<file path="src/hw/rtl/mmbd_pkg.sv">
// Shared types and constants of the min/max bucket decimator.
// No dependencies; every other file of the block imports this package.
package mmbd_pkg;

    // Field and state widths
    localparam int SAMPLE_BITS  = 32;
    localparam int IDX_BITS     = 24;
    localparam int CNT_BITS     = 25;
    localparam int TGT_BITS     = 16;
    localparam int NB_BITS      = 15;
    localparam int CFG_IDX_BITS = 8;
    localparam int CFG_DAT_BITS = 25;

    // Series limits
    localparam logic [CNT_BITS-1:0] MAX_SAMPLES  = 25'd16777216;
    localparam logic [TGT_BITS-1:0] TARGET_RESET = 16'd1024;
    localparam logic [TGT_BITS-1:0] MIN_TARGET   = 16'd3;
    localparam logic [CNT_BITS-1:0] EDGE_SAMPLES = 25'd2;

    // Register indexes
    localparam logic [CFG_IDX_BITS-1:0] REG_SAMPLE_COUNT  = 8'd0;
    localparam logic [CFG_IDX_BITS-1:0] REG_TARGET_POINTS = 8'd1;

    // Command queue
    localparam int QUEUE_DEPTH = 4;
    localparam int QPTR_BITS   = 2;
    localparam int QCNT_BITS   = 3;

    // Divider steps, one quotient bit each
    localparam int DIV_STEPS = IDX_BITS;
    localparam int DIV_CNT_BITS = 5;

    typedef enum logic {
        CMD_EMIT   = 1'b0,   // pass value straight out, flag is series_end
        CMD_UPDATE = 1'b1    // fold into bucket min/max, flag closes the bucket
    } t_cmd_kind;

    typedef struct packed {
        t_cmd_kind                      kind;
        logic                           flag;
        logic [IDX_BITS-1:0]            index;
        logic signed [SAMPLE_BITS-1:0]  value;
    } t_cmd;

    typedef struct packed {
        logic                start;
        logic [IDX_BITS-1:0] dividend;
        logic [NB_BITS-1:0]  divisor;
    } t_div_req;

    typedef struct packed {
        logic                busy;
        logic [IDX_BITS-1:0] quot;
        logic [NB_BITS-1:0]  rem;
    } t_div_rsp;

endpackage

</file>
<file path="src/hw/rtl/mmbd_ifs.sv">
// Handshake channel interfaces: sample input, result output, register writes.
// Depends on mmbd_pkg for field widths.
interface mmbd_smp_if import mmbd_pkg::*; ();
    logic                          valid;
    logic                          ready;
    logic signed [SAMPLE_BITS-1:0] sample;

    modport source (output valid, output sample, input ready);
    modport sink   (input valid, input sample, output ready);
endinterface

interface mmbd_res_if import mmbd_pkg::*; ();
    logic                          valid;
    logic                          ready;
    logic signed [SAMPLE_BITS-1:0] value;
    logic                          series_end;

    modport source (output valid, output value, output series_end, input ready);
    modport sink   (input valid, input value, input series_end, output ready);
endinterface

interface mmbd_cfg_if import mmbd_pkg::*; ();
    logic                    valid;
    logic                    ready;
    logic [CFG_IDX_BITS-1:0] index;
    logic [CFG_DAT_BITS-1:0] data;

    modport source (output valid, output index, output data, input ready);
    modport sink   (input valid, input index, input data, output ready);
endinterface

</file>
<file path="src/hw/rtl/mmbd_div.sv">
// Restoring divider for the bucket boundary step, one quotient bit per cycle.
// Depends on mmbd_pkg.
module mmbd_div import mmbd_pkg::*; (
    input  logic     i_clk,
    input  logic     i_rst_n,
    input  t_div_req i_req,
    output t_div_rsp o_rsp
);

    logic [DIV_CNT_BITS-1:0] r_cnt;
    logic [IDX_BITS-1:0]     r_quot;
    logic [NB_BITS-1:0]      r_rem;
    logic [NB_BITS-1:0]      r_dvs;

    logic [NB_BITS:0]        w_shift;
    logic                    w_ge;
    logic [NB_BITS:0]        w_diff;

    // one restoring step
    always_comb begin
        w_shift = {r_rem, r_quot[IDX_BITS-1]};
        w_ge    = (w_shift >= {1'b0, r_dvs});
        w_diff  = w_shift - {1'b0, r_dvs};
    end

    always_ff @(posedge i_clk) begin
        if (!i_rst_n) begin
            r_cnt <= '0;
        end else if (i_req.start) begin
            r_cnt <= DIV_CNT_BITS'(DIV_STEPS);
        end else if (r_cnt != '0) begin
            r_cnt <= r_cnt - 1'b1;
        end
    end

    // datapath, no reset needed
    always_ff @(posedge i_clk) begin
        if (i_req.start) begin
            r_quot <= i_req.dividend;
            r_rem  <= '0;
            r_dvs  <= i_req.divisor;
        end else if (r_cnt != '0) begin
            r_quot <= {r_quot[IDX_BITS-2:0], w_ge};
            r_rem  <= w_ge ? w_diff[NB_BITS-1:0] : w_shift[NB_BITS-1:0];
        end
    end

    assign o_rsp.busy = (r_cnt != '0);
    assign o_rsp.quot = r_quot;
    assign o_rsp.rem  = r_rem;

endmodule

</file>
<file path="src/hw/rtl/mmbd_front.sv">
// Front end: register file, sample index and bucket boundary tracking.
// Classifies each sample into a command for the back end. Depends on mmbd_pkg.
module mmbd_front import mmbd_pkg::*; (
    input  logic     i_clk,
    input  logic     i_rst_n,
    mmbd_cfg_if.sink i_cfg,
    mmbd_smp_if.sink i_smp,
    output t_div_req o_div_req,
    input  t_div_rsp i_div_rsp,
    output logic     o_push,
    output t_cmd     o_cmd,
    input  logic     i_full
);

    logic [CNT_BITS-1:0] r_sample_count;
    logic [TGT_BITS-1:0] r_target_points;
    logic                r_div_start;
    logic [IDX_BITS-1:0] r_idx;
    logic [CNT_BITS-1:0] r_end;
    logic [NB_BITS-1:0]  r_brem;

    logic [IDX_BITS-1:0] n_idx;
    logic [CNT_BITS-1:0] n_end;
    logic [NB_BITS-1:0]  n_brem;

    logic [CNT_BITS-1:0] w_n;
    logic [TGT_BITS-1:0] w_tm2;
    logic [NB_BITS-1:0]  w_nb;
    logic                w_decim;
    logic [CNT_BITS-1:0] w_idx_p1;
    logic                w_last;
    logic                w_close;
    logic [NB_BITS:0]    w_rem_sum;
    logic [CNT_BITS-1:0] w_end_sum;
    logic [CNT_BITS-1:0] w_nm2;
    logic                w_accept;
    logic                w_cfg_hit;

    // effective count, bucket count and mode
    always_comb begin
        w_n     = (r_sample_count > MAX_SAMPLES) ? MAX_SAMPLES : r_sample_count;
        w_tm2   = r_target_points - 16'd2;
        w_nb    = (w_tm2[TGT_BITS-1:1] == '0) ? NB_BITS'(1) : w_tm2[TGT_BITS-1:1];
        w_decim = (w_n > {{(CNT_BITS-TGT_BITS){1'b0}}, r_target_points})
                  && (r_target_points >= MIN_TARGET);
        w_nm2   = w_n - EDGE_SAMPLES;
    end

    assign i_smp.ready = !r_div_start && !i_div_rsp.busy && !i_full;
    assign i_cfg.ready = 1'b1;
    assign w_accept    = i_smp.valid && i_smp.ready;
    assign w_cfg_hit   = i_cfg.valid && i_cfg.ready
                         && (i_cfg.index == REG_SAMPLE_COUNT
                             || i_cfg.index == REG_TARGET_POINTS);

    assign o_div_req.start    = r_div_start;
    assign o_div_req.dividend = w_nm2[IDX_BITS-1:0];
    assign o_div_req.divisor  = w_nb;

    // sample classification
    always_comb begin
        w_idx_p1  = {1'b0, r_idx} + 1'b1;
        w_last    = (w_idx_p1 >= w_n);
        w_close   = ({1'b0, r_idx} == r_end);
        w_rem_sum = {1'b0, r_brem} + {1'b0, i_div_rsp.rem};
        w_end_sum = r_end + {1'b0, i_div_rsp.quot};
        if (w_rem_sum >= {1'b0, w_nb}) begin
            w_rem_sum = w_rem_sum - {1'b0, w_nb};
            w_end_sum = w_end_sum + 1'b1;
        end

        o_push      = 1'b0;
        o_cmd.kind  = CMD_EMIT;
        o_cmd.flag  = 1'b0;
        o_cmd.index = r_idx;
        o_cmd.value = i_smp.sample;
        n_idx       = r_idx;
        n_end       = r_end;
        n_brem      = r_brem;

        if (w_accept && w_n != '0) begin
            o_push = 1'b1;
            if (!w_decim) begin
                // pass-through series
                o_cmd.flag = w_last;
                n_idx      = w_last ? '0 : w_idx_p1[IDX_BITS-1:0];
            end else if (r_idx == '0) begin
                // first sample of a decimated series
                n_end  = {1'b0, i_div_rsp.quot};
                n_brem = i_div_rsp.rem;
                n_idx  = IDX_BITS'(1);
            end else if (w_last) begin
                // closing sample of the series
                o_cmd.flag = 1'b1;
                n_idx      = '0;
                n_end      = '0;
                n_brem     = '0;
            end else begin
                // inner sample, possibly ending its bucket
                o_cmd.kind = CMD_UPDATE;
                o_cmd.flag = w_close;
                n_idx      = w_idx_p1[IDX_BITS-1:0];
                if (w_close) begin
                    n_end  = w_end_sum;
                    n_brem = w_rem_sum[NB_BITS-1:0];
                end
            end
        end
    end

    always_ff @(posedge i_clk) begin
        if (!i_rst_n) begin
            r_sample_count  <= '0;
            r_target_points <= TARGET_RESET;
            r_div_start     <= 1'b1;
            r_idx           <= '0;
            r_end           <= '0;
            r_brem          <= '0;
        end else if (w_cfg_hit) begin
            // register write restarts the series and reruns the divider
            if (i_cfg.index == REG_SAMPLE_COUNT) begin
                r_sample_count <= i_cfg.data[CNT_BITS-1:0];
            end else begin
                r_target_points <= i_cfg.data[TGT_BITS-1:0];
            end
            r_div_start <= 1'b1;
            r_idx       <= '0;
            r_end       <= '0;
            r_brem      <= '0;
        end else begin
            r_div_start <= 1'b0;
            r_idx       <= n_idx;
            r_end       <= n_end;
            r_brem      <= n_brem;
        end
    end

endmodule

</file>
<file path="src/hw/rtl/mmbd_queue.sv">
// Short command queue between the front and back ends.
// Depends on mmbd_pkg.
module mmbd_queue import mmbd_pkg::*; (
    input  logic i_clk,
    input  logic i_rst_n,
    input  logic i_push,
    input  t_cmd i_cmd,
    output logic o_full,
    output logic o_valid,
    output t_cmd o_cmd,
    input  logic i_pop
);

    t_cmd                 r_mem [QUEUE_DEPTH];
    logic [QPTR_BITS-1:0] r_wr;
    logic [QPTR_BITS-1:0] r_rd;
    logic [QCNT_BITS-1:0] r_cnt;

    logic w_push;
    logic w_pop;

    assign o_full  = (r_cnt == QCNT_BITS'(QUEUE_DEPTH));
    assign o_valid = (r_cnt != '0);
    assign o_cmd   = r_mem[r_rd];
    assign w_push  = i_push && !o_full;
    assign w_pop   = i_pop && o_valid;

    // pointers and fill level
    always_ff @(posedge i_clk) begin
        if (!i_rst_n) begin
            r_wr  <= '0;
            r_rd  <= '0;
            r_cnt <= '0;
        end else begin
            if (w_push) r_wr <= r_wr + 1'b1;
            if (w_pop)  r_rd <= r_rd + 1'b1;
            case ({w_push, w_pop})
                2'b10:   r_cnt <= r_cnt + 1'b1;
                2'b01:   r_cnt <= r_cnt - 1'b1;
                default: r_cnt <= r_cnt;
            endcase
        end
    end

    always_ff @(posedge i_clk) begin
        if (w_push) r_mem[r_wr] <= i_cmd;
    end

endmodule

</file>
<file path="src/hw/rtl/mmbd_back.sv">
// Back end: bucket min/max tracking and result emission with an output register.
// Depends on mmbd_pkg and the result interface.
module mmbd_back import mmbd_pkg::*; (
    input  logic       i_clk,
    input  logic       i_rst_n,
    input  logic       i_valid,
    input  t_cmd       i_cmd,
    output logic       o_pop,
    mmbd_res_if.source o_res
);

    logic                          r_open;
    logic signed [SAMPLE_BITS-1:0] r_lo;
    logic signed [SAMPLE_BITS-1:0] r_hi;
    logic [IDX_BITS-1:0]           r_lo_pos;
    logic [IDX_BITS-1:0]           r_hi_pos;
    logic                          r_pend;
    logic signed [SAMPLE_BITS-1:0] r_pend_value;
    logic                          r_out_valid;
    logic signed [SAMPLE_BITS-1:0] r_out_value;
    logic                          r_out_end;

    logic signed [SAMPLE_BITS-1:0] n_lo;
    logic signed [SAMPLE_BITS-1:0] n_hi;
    logic [IDX_BITS-1:0]           n_lo_pos;
    logic [IDX_BITS-1:0]           n_hi_pos;
    logic                          w_out_free;
    logic                          w_out_load;
    logic                          w_lo_first;

    // fold the head sample into the running extremes
    always_comb begin
        n_lo     = r_lo;
        n_hi     = r_hi;
        n_lo_pos = r_lo_pos;
        n_hi_pos = r_hi_pos;
        if (!r_open) begin
            n_lo     = i_cmd.value;
            n_hi     = i_cmd.value;
            n_lo_pos = i_cmd.index;
            n_hi_pos = i_cmd.index;
        end else begin
            if (i_cmd.value < r_lo) begin
                n_lo     = i_cmd.value;
                n_lo_pos = i_cmd.index;
            end
            if (i_cmd.value > r_hi) begin
                n_hi     = i_cmd.value;
                n_hi_pos = i_cmd.index;
            end
        end
        w_lo_first = (n_lo_pos <= n_hi_pos);
    end

    assign w_out_free = !r_out_valid || o_res.ready;
    assign o_pop = i_valid && !r_pend
                   && (w_out_free || (i_cmd.kind == CMD_UPDATE && !i_cmd.flag));
    // output register takes a new result
    assign w_out_load = (r_pend && w_out_free)
                        || (o_pop && (i_cmd.kind == CMD_EMIT || i_cmd.flag));

    always_ff @(posedge i_clk) begin
        if (!i_rst_n) begin
            r_open      <= 1'b0;
            r_pend      <= 1'b0;
            r_out_valid <= 1'b0;
        end else begin
            if (w_out_load) begin
                r_out_valid <= 1'b1;
            end else if (o_res.valid && o_res.ready) begin
                r_out_valid <= 1'b0;
            end
            if (r_pend && w_out_free) begin
                // second value of a closed bucket
                r_out_value <= r_pend_value;
                r_out_end   <= 1'b0;
                r_pend      <= 1'b0;
            end else if (o_pop) begin
                unique case (i_cmd.kind)
                    CMD_EMIT: begin
                        r_out_value <= i_cmd.value;
                        r_out_end   <= i_cmd.flag;
                        r_open      <= 1'b0;
                    end
                    CMD_UPDATE: begin
                        r_lo     <= n_lo;
                        r_hi     <= n_hi;
                        r_lo_pos <= n_lo_pos;
                        r_hi_pos <= n_hi_pos;
                        if (i_cmd.flag) begin
                            // bucket ends: extremes in index order
                            r_out_value  <= w_lo_first ? n_lo : n_hi;
                            r_out_end    <= 1'b0;
                            r_pend       <= (n_lo_pos != n_hi_pos);
                            r_pend_value <= w_lo_first ? n_hi : n_lo;
                            r_open       <= 1'b0;
                        end else begin
                            r_open <= 1'b1;
                        end
                    end
                    default: begin
                        r_open <= r_open;
                    end
                endcase
            end
        end
    end

    assign o_res.valid      = r_out_valid;
    assign o_res.value      = r_out_value;
    assign o_res.series_end = r_out_end;

endmodule

</file>
<file path="src/hw/rtl/minmax_bucket_decimator.sv">
// Top level of the min/max bucket decimator: front end, divider, queue, back end.
// Depends on mmbd_pkg, the channel interfaces and all mmbd_* modules.
//
// Samples stream in on i_smp and the decimated series leaves on o_res. Once
// running, a sample is taken every cycle unless the queue is full; a closing
// bucket yields one or two results, sent one per cycle from the output register
// while o_res is ready, and a four-entry command queue between the classifying
// front end and the min/max back end absorbs those bursts and output stalls.
// After reset and after every write to sample_count or target_points, the bucket
// size is found by a one-bit-per-cycle divider; samples wait while its start is
// registered and its quotient steps run. A register write restarts the series;
// writes to other indexes are dropped. The configuration port is always ready.
module minmax_bucket_decimator import mmbd_pkg::*; (
    input  logic       i_clk,
    input  logic       i_rst_n,
    mmbd_cfg_if.sink   i_cfg,
    mmbd_smp_if.sink   i_smp,
    mmbd_res_if.source o_res
);

    t_div_req w_div_req;
    t_div_rsp w_div_rsp;
    logic     w_push;
    t_cmd     w_push_cmd;
    logic     w_full;
    logic     w_q_valid;
    t_cmd     w_q_cmd;
    logic     w_pop;

    mmbd_front u_front (
        .i_clk     (i_clk),
        .i_rst_n   (i_rst_n),
        .i_cfg     (i_cfg),
        .i_smp     (i_smp),
        .o_div_req (w_div_req),
        .i_div_rsp (w_div_rsp),
        .o_push    (w_push),
        .o_cmd     (w_push_cmd),
        .i_full    (w_full)
    );

    mmbd_div u_div (
        .i_clk   (i_clk),
        .i_rst_n (i_rst_n),
        .i_req   (w_div_req),
        .o_rsp   (w_div_rsp)
    );

    mmbd_queue u_queue (
        .i_clk   (i_clk),
        .i_rst_n (i_rst_n),
        .i_push  (w_push),
        .i_cmd   (w_push_cmd),
        .o_full  (w_full),
        .o_valid (w_q_valid),
        .o_cmd   (w_q_cmd),
        .i_pop   (w_pop)
    );

    mmbd_back u_back (
        .i_clk   (i_clk),
        .i_rst_n (i_rst_n),
        .i_valid (w_q_valid),
        .i_cmd   (w_q_cmd),
        .o_pop   (w_pop),
        .o_res   (o_res)
    );

endmodule

</file>
<file path="src/flat_wrapper.sv">
// flat-port wrapper written by rule: the top's interface ports become plain ports
module minmax_bucket_decimator_flat import mmbd_pkg::*;
  (i_clk, i_rst_n, i_cfg_valid, i_cfg_index, i_cfg_data, i_cfg_ready, i_smp_valid, i_smp_sample, i_smp_ready, o_res_valid, o_res_value, o_res_series_end, o_res_ready);
  mmbd_cfg_if i_cfg_i ();
  mmbd_smp_if i_smp_i ();
  mmbd_res_if o_res_i ();
  input  logic i_clk;
  input  logic i_rst_n;
  input wire logic [$bits(i_cfg_i.valid)-1:0] i_cfg_valid;
  input wire logic [$bits(i_cfg_i.index)-1:0] i_cfg_index;
  input wire logic [$bits(i_cfg_i.data)-1:0] i_cfg_data;
  output wire logic [$bits(i_cfg_i.ready)-1:0] i_cfg_ready;
  input wire logic [$bits(i_smp_i.valid)-1:0] i_smp_valid;
  input wire logic [$bits(i_smp_i.sample)-1:0] i_smp_sample;
  output wire logic [$bits(i_smp_i.ready)-1:0] i_smp_ready;
  output wire logic [$bits(o_res_i.valid)-1:0] o_res_valid;
  output wire logic [$bits(o_res_i.value)-1:0] o_res_value;
  output wire logic [$bits(o_res_i.series_end)-1:0] o_res_series_end;
  input wire logic [$bits(o_res_i.ready)-1:0] o_res_ready;
  assign i_cfg_i.valid = i_cfg_valid;
  assign i_cfg_i.index = i_cfg_index;
  assign i_cfg_i.data = i_cfg_data;
  assign i_cfg_ready = i_cfg_i.ready;
  assign i_smp_i.valid = i_smp_valid;
  assign i_smp_i.sample = i_smp_sample;
  assign i_smp_ready = i_smp_i.ready;
  assign o_res_valid = o_res_i.valid;
  assign o_res_value = o_res_i.value;
  assign o_res_series_end = o_res_i.series_end;
  assign o_res_i.ready = o_res_ready;
  minmax_bucket_decimator u_core (.i_clk(i_clk), .i_rst_n(i_rst_n), .i_cfg(i_cfg_i), .i_smp(i_smp_i), .o_res(o_res_i));
endmodule
</file>
<file path="config.mk">
export PLATFORM = sky130hd
export DESIGN_NAME = minmax_bucket_decimator_flat
export DESIGN_NICKNAME = d
export VERILOG_FILES = /design/src/hw/rtl/mmbd_pkg.sv /design/src/hw/rtl/mmbd_ifs.sv /design/src/hw/rtl/mmbd_div.sv /design/src/hw/rtl/mmbd_front.sv /design/src/hw/rtl/mmbd_queue.sv /design/src/hw/rtl/mmbd_back.sv /design/src/hw/rtl/minmax_bucket_decimator.sv /design/src/flat_wrapper.sv
export SDC_FILE = /design/constraint.sdc
export NUM_CORES = 1
export LEC_CHECK = 0
export BUFFER_PORTS_ARGS = -buffer_cell sky130_fd_sc_hd__buf_2
export CAP_MARGIN = 15
export CORE_ASPECT_RATIO = 2
export CORE_MARGIN = 5
export CORE_UTILIZATION = 60
export CTS_BUF_LIST = sky130_fd_sc_hd__clkbuf_2
export DETAILED_ROUTE_END_ITERATION = 8
export GPL_TIMING_DRIVEN = 0
export PLACE_DENSITY = 0.73
export SYNTH_ARGS = -nofsm -noshare
export SYNTH_HDL_FRONTEND = slang
export SYNTH_SLANG_ARGS = --single-unit
export TNS_END_PERCENT = 30
</file>
<file path="constraint.sdc">
create_clock -name i_clk -period 13.1 [get_ports i_clk]
set_input_delay 1.965 -clock i_clk [delete_from_list [all_inputs] [get_ports i_clk]]
set_output_delay 1.965 -clock i_clk [all_outputs]
set_load 0.02 [all_outputs]
</file>
* Word level (Yosys, flattened, before mapping)
Memories as Yosys holds them, arrays and structs flattened. A register that Yosys moved wholly into a read port is not among the register bits.
Cells that the tools add are included.
** Operators by class
- Add/sub/neg operators :: 13
- $lt $le $gt $ge :: 9
- Eq/ne operators :: 7
- Muxes and demuxes :: 52
- Bitwise logic cells :: 4
- Reductions and logical operators :: 47
** Operator list (number)
- 32-bit 2-to-1 mux :: 9
- 24-bit 2-to-1 mux :: 9
- 25-bit 2-to-1 mux :: 5
- 15-bit 2-to-1 mux :: 6
- 32-bit case mux with 2 select lines :: 1
- 16-bit by 15-bit greater-or-equal comparator with 1-bit output :: 2
- 32-bit > comparator :: 1
- 32-bit < comparator :: 1
- 15-bit subtractor :: 2
- 24-bit by 1-bit adder with 25-bit output, second input constant :: 1
- 25-bit by 1-bit adder with 25-bit output, second input constant :: 1
- 25-bit by 24-bit adder with 25-bit output :: 1
- 24-bit by 25-bit == test with 1-bit output :: 1
- 25-bit greater-or-equal comparator :: 1
- 25-bit by 16-bit > comparator with 1-bit output :: 1
- 25-bit > comparator, second input constant :: 1
- 25-bit nonzero test :: 1
- 24-bit less-or-equal comparator :: 1
- 24-bit zero test :: 1
- 24-bit != test :: 1
- 24-bit by 2-bit subtractor with 24-bit output, second input constant :: 1
- 15-bit by 15-bit adder with 16-bit output :: 1
- 16-bit by 2-bit greater-or-equal comparator with 1-bit output, second input constant :: 1
- 16-bit by 2-bit subtractor with 16-bit output, second input constant :: 1
- other kinds (28) :: 81
** Storage, ports and cells
- Flip-flop bits (word level) :: 352
- Bits in writable memories :: 232
- Input bits :: 70
- Output and inout port bits :: 36
- Memories :: 1
** Memory list
- u_core.u_queue.r_mem :: depth 4, width 58, rd ports 1, clocked after Yosys merged registers in 1, write ports 1, line mmbd_queue.sv:14 : t_cmd r_mem [QUEUE_DEPTH];

* Depth between registers and ports, before layout
- Depth after elaboration :: 10
- Mapped depth :: 30
- Gate-level depth less buffers :: 23

* Hierarchy
Synthesis repeated with hierarchy kept, for this count alone.
** Second synthesis, totals
- Cells, all modules :: 2894
- Area, all modules :: 32762.7 µm²
** Modules (own cells, without submodules)
- mmbd_front :: times used 1, cells an instance 1371, area each 10442.5 µm², seq. area each 2122.0 µm²
- mmbd_back :: times used 1, cells an instance 870, area each 10251.1 µm², seq. area each 5375.2 µm²
- mmbd_queue :: times used 1, cells an instance 355, area each 8877.3 µm², seq. area each 7146.9 µm²
- mmbd_div :: times used 1, cells an instance 298, area each 3191.8 µm², seq. area each 1571.5 µm²

* Least setup slack after synthesis
Ideal clock, no wire load.
- Path type :: reg2reg
- Start point :: register (tool-made name)
- End point :: register u_core.u_back.r_pend_value[21] (data pin)
- Library setup time :: 0.269 ns
- Data arrival time :: 6.742 ns
- Slack :: 6.088 ns
- Stages on the path, launching flop included :: 29
- Buffers on the path :: 6
- Period minus slack after synthesis :: 7.012 ns
- Cells stage by stage :: dfxtp_1 > clkbuf_1 > buf_1 > mux4_2 > ha_1 > a21o_1 > a21o_1 > a211oi_1 > o21a_1 > o22ai_1 > o211a_1 > or4_4 > a21oi_2 > buf_4 > buf_2 > mux2_2 > ha_1 > a21o_1 > a21o_1 > a21o_1 > a21oi_1 > o221ai_1 > nor4b_1 > or2_2 > clkbuf_1 > a211oi_2 > a21oi_2 > buf_2 > a221oi_2
** RTL lines
- end signal, assigned :: line mmbd_back.sv:95 : r_pend_value <= w_lo_first ? n_hi : n_lo;
- end, declared :: line mmbd_back.sv:18 : logic signed [SAMPLE_BITS-1:0] r_pend_value;

==> metrics.txt <==
# IOs 106; starting density of the core 60.5%; Port Buf Inserts 104; Reg clk slew, reported paths between 0.1 and 0.15 ns; Worst R2R Path Depth 26; setup total negative slack 0 ns; vias in the first global route 26200; clock root buffer clkbuf_2; chip width 174 µm; max_slew headroom 15.4%; Most used DFF post-synth edfxtp_1; maximum fanout along the worst path 10; RSZ-0062 raised after global routing no; P_leak between 10 and 15 nW; Die Ht 338 µm; Area contributors post-synth edfxtp_1 42%, dfxtp_1 8.5%, ha_1 8.1%, mux4_2 4.0%, mux2i_1 3.4%; drc violations 0; Iter 0 DRT Violations 1636; Antenna Nets Post-Route 0; fin crit period approximately 10 ns; CTS Hold Bufs 0; hpwl dp 74.2 mm; Syn Inst Count 2949; drt wl/cell 24.6 µm; TritonCTS Buffers 132; floorplan die area 58900 µm²; ys async rst share 0%; H-tree depth 4; r2r endpoint u_core.u_back.r_pend_value[3]$_DFFE_PP_; clk sinks 586; All-Layer GR Usage 32.6%; final hold vios 0; Hold Path Depth 2; post-CTS setup repair buffer count 0; core footprint 53500 µm²; GP Congestion approximately 1.0; total wire length 97.7 mm; # rows 120; Clock Path Buffers 3; Final Slew Violations 0; GR Overflow Total 0; Yosys top cell area share 41.6%; cell taking the most area after synthesis edfxtp_1; Crit. End Element register; number of synthesized flops with an enable pin around 450; CP Launch Type register; first-pass iteration count of the detailed router 6; FMAX 0.0972 GHz; Least-Margin Pin Slew 1.26 ns; Final Setup Violations 0; worst hold start u_core.u_front.r_sample_count[19]$_SDFFE_PN0P_; period utilization 78.5%; Synthesis Warnings 0; sequential share of the synthesized area ~50%; syn avg cell area 11.0 µm²; Reg2Reg Setup Slack 2.81 ns; first-pass GRT wire length 147 mm; # Max-Cap Violations 0; Critical Path AT ~11 ns; Critical Path RT 13.93 ns; drt via density between 6 and 7; largest net degree at the start of global routing 60; maximum vdd drop between 150 and 200 µV; status finished, final reports clean; fin nets between 3000 and 4000; Clock Skews roughly 0.093 ns; cts repair resizes 0; # fillers 4271; layout cells sized above 1 14.4%; via count 25100; Cell Area, Synth ~32000 µm²; initial antenna violation count 4; clk_lat worst skew 1.15 ns; CTS tree yes; hold crit path type register to register; total power draw between 5 and 6 mW; syn_nets 3234; PD cells 164 nW/µm²; CP Class register to register; synth-to-layout area growth 9.16%; flops & latches, synth 586; Worst Hold Path EP u_core.u_front.r_sample_count[19]$_SDFFE_PN0P_; number of library cell types mapped by synthesis 77; final core occ between 60% and 70%
## worst max path at each step
stage / cells past startpoint / end / slack, ns / startpoint
3_5_place_dp: 26 / u_core.u_back.r_pend_value[2]$_DFFE_PP_ / 2.83 / register
6_report: 26 / u_core.u_back.r_pend_value[3]$_DFFE_PP_ / 2.81 / register
5_1_grt: 26 / u_core.u_back.r_pend_value[3]$_DFFE_PP_ / 2.36 / register
2_1_floorplan: 28 / u_core.u_back.r_pend_value[21]$_DFFE_PP_ / 6.09 / register
3_3_place_gp: 26 / u_core.u_back.r_pend_value[3]$_DFFE_PP_ / 2.89 / register
4_1_cts: 26 / u_core.u_back.r_pend_value[3]$_DFFE_PP_ / 2.84 / register
## per-stage QoR
stage / setup slack (ns) / area [µm²] / cells / hold WS, ns
detailed placement: 2.83 / 33900 / 3732 / 0.469
finish: 2.81 / 35300 / 3969 / 0.488
CTS: 2.84 / 35300 / 3963 / 0.486
floorplan: 6.09 / 32300 / 2949 / 0.444
global route: 2.36 / 35300 / 3967 / 0.494
global placement: 2.89 / 33700 / 3724 / 0.453
## registers in the layout (all words and copies together), names as in the netlist, 2 cells and up, named ones only
signal / count
u_core.u_back.o_res.value: 32
u_core.u_back.r_hi: 32
u_core.u_back.r_hi_pos: 24
u_core.u_back.r_lo: 32
u_core.u_back.r_lo_pos: 24
u_core.u_back.r_pend_value: 32
u_core.u_div.r_cnt: 5
u_core.u_div.r_dvs: 15
u_core.u_div.r_quot: 24
u_core.u_div.r_rem: 15
u_core.u_front.r_brem: 15
u_core.u_front.r_end: 25
u_core.u_front.r_idx: 24
u_core.u_front.r_sample_count: 25
u_core.u_front.r_target_points: 16
u_core.u_queue.r_cnt: 3
u_core.u_queue.r_mem: 232
u_core.u_queue.r_rd: 2
u_core.u_queue.r_wr: 2
## cell type report
class	count	area, µm²	area share, %
sequential	586	16200	45.9
multi-input combinational	1971	14600	41.5
clock buffer	192	961	2.72
inverter	256	961	2.72
tap	671	840	2.38
timing repair buffer	115	748	2.12
buffer	136	548	1.55
clock inverter	39	379	1.07
antenna	3	7.51	0.0213
## cells in the mapped netlist (23+ instances only)
master and n:
mux4_2 57, nand4_1 42, a211oi_1 47, nand2b_1 23, ha_1 210, a21oi_1 160
nor2_1 198, edfxtp_1 448, clkbuf_1 107, mux2_2 33, a21o_1 46, dfxtp_1 138
a221oi_1 23, mux2i_1 110, nor3_1 52, inv_1 254, nand2_1 253, o21ai_0 165
xor2_1 45, a22oi_1 43, nand3_1 50, xnor2_1 101
## layout by cell type (no fill, tap or decap), types with 15 or more instances in the layout
| master | synthesis | final |
|---|---|---|
| nor3_1 | 52 | 52 |
| dfxtp_1 | 138 | 138 |
| a221oi_1 | 23 | 23 |
| edfxtp_1 | 448 | 448 |
| ha_1 | 210 | 210 |
| nand3_1 | 50 | 50 |
| clkinv_1 | 0 | 21 |
| a211oi_1 | 47 | 47 |
| buf_1 | 15 | 15 |
| a22oi_1 | 43 | 43 |
| nand2b_1 | 23 | 23 |
| mux2_2 | 33 | 33 |
| a21o_1 | 46 | 46 |
| mux2i_1 | 110 | 110 |
| mux4_2 | 57 | 57 |
| xor2_1 | 45 | 45 |
| clkbuf_2 | 0 | 192 |
| a31o_1 | 22 | 22 |
| nand4_1 | 42 | 42 |
| nor2_1 | 198 | 198 |
| inv_1 | 254 | 254 |
| o211ai_1 | 17 | 17 |
| xnor2_1 | 101 | 101 |
| clkbuf_1 | 107 | 107 |
| and3_1 | 20 | 19 |
| nor4_1 | 21 | 21 |
| o21ai_0 | 165 | 165 |
| nor2b_1 | 20 | 20 |
| buf_2 | 9 | 114 |
| a31oi_1 | 22 | 22 |
| a21oi_1 | 160 | 159 |
| nand2_1 | 253 | 253 |
## critical path, cell delays in order, from the launching register on
cell and delay, ns:
dfxtp_1 0.32, clkbuf_1 0.39, buf_2 0.44, buf_1 0.76, mux4_2 0.70, ha_1 0.32, nand4_1 0.13, nor3_1 0.40
and4_1 0.39, o31ai_1 0.21, a41oi_1 0.35, a21o_1 0.19, buf_2 0.38, buf_1 0.66, buf_1 0.78, mux2i_1 0.32
ha_1 0.18, a21o_1 0.10, a21o_1 0.10, a21oi_1 0.05, o21ai_0 0.69, o21ai_0 0.24, or2_2 0.31, clkbuf_1 0.25
a211oi_2 0.54, clkbuf_1 0.59, a221oi_1 0.20
## layer usage
layer | global-route usage, % | vias up | share of wire [%]
met1 | 30.5 | 12100 | 32
met5 | 0 | - | 0.016
met3 | 5.79 | 446 | 5.2
met2 | 60.2 | 1003 | 53
met4 | 27.2 | 4 | 9.8
li1 | - | 11500 | -
## logic make-up after synthesis
kind of cell,after synthesis,share of synthesized area (%)
buffers and inverters,392,4.66
and+or+nand+nor,734,10.5
AOI/OAI and AO/OA,674,13.8
xor gates and xnor gates,146,3.95
adders and majority gates,215,8.43
DFF,586,50.1
other,1,0.0116
muxes,201,8.56
## power by group
group          total, mW  internal, mW  leakage, nW  switching [mW]
Sequential          2.43          2.31         4.85           0.126
Combinational       2.09         0.745         8.25            1.34
Clock               1.29         0.550        0.976           0.735
No activity file was read; power rests on OpenSTA's default activity.
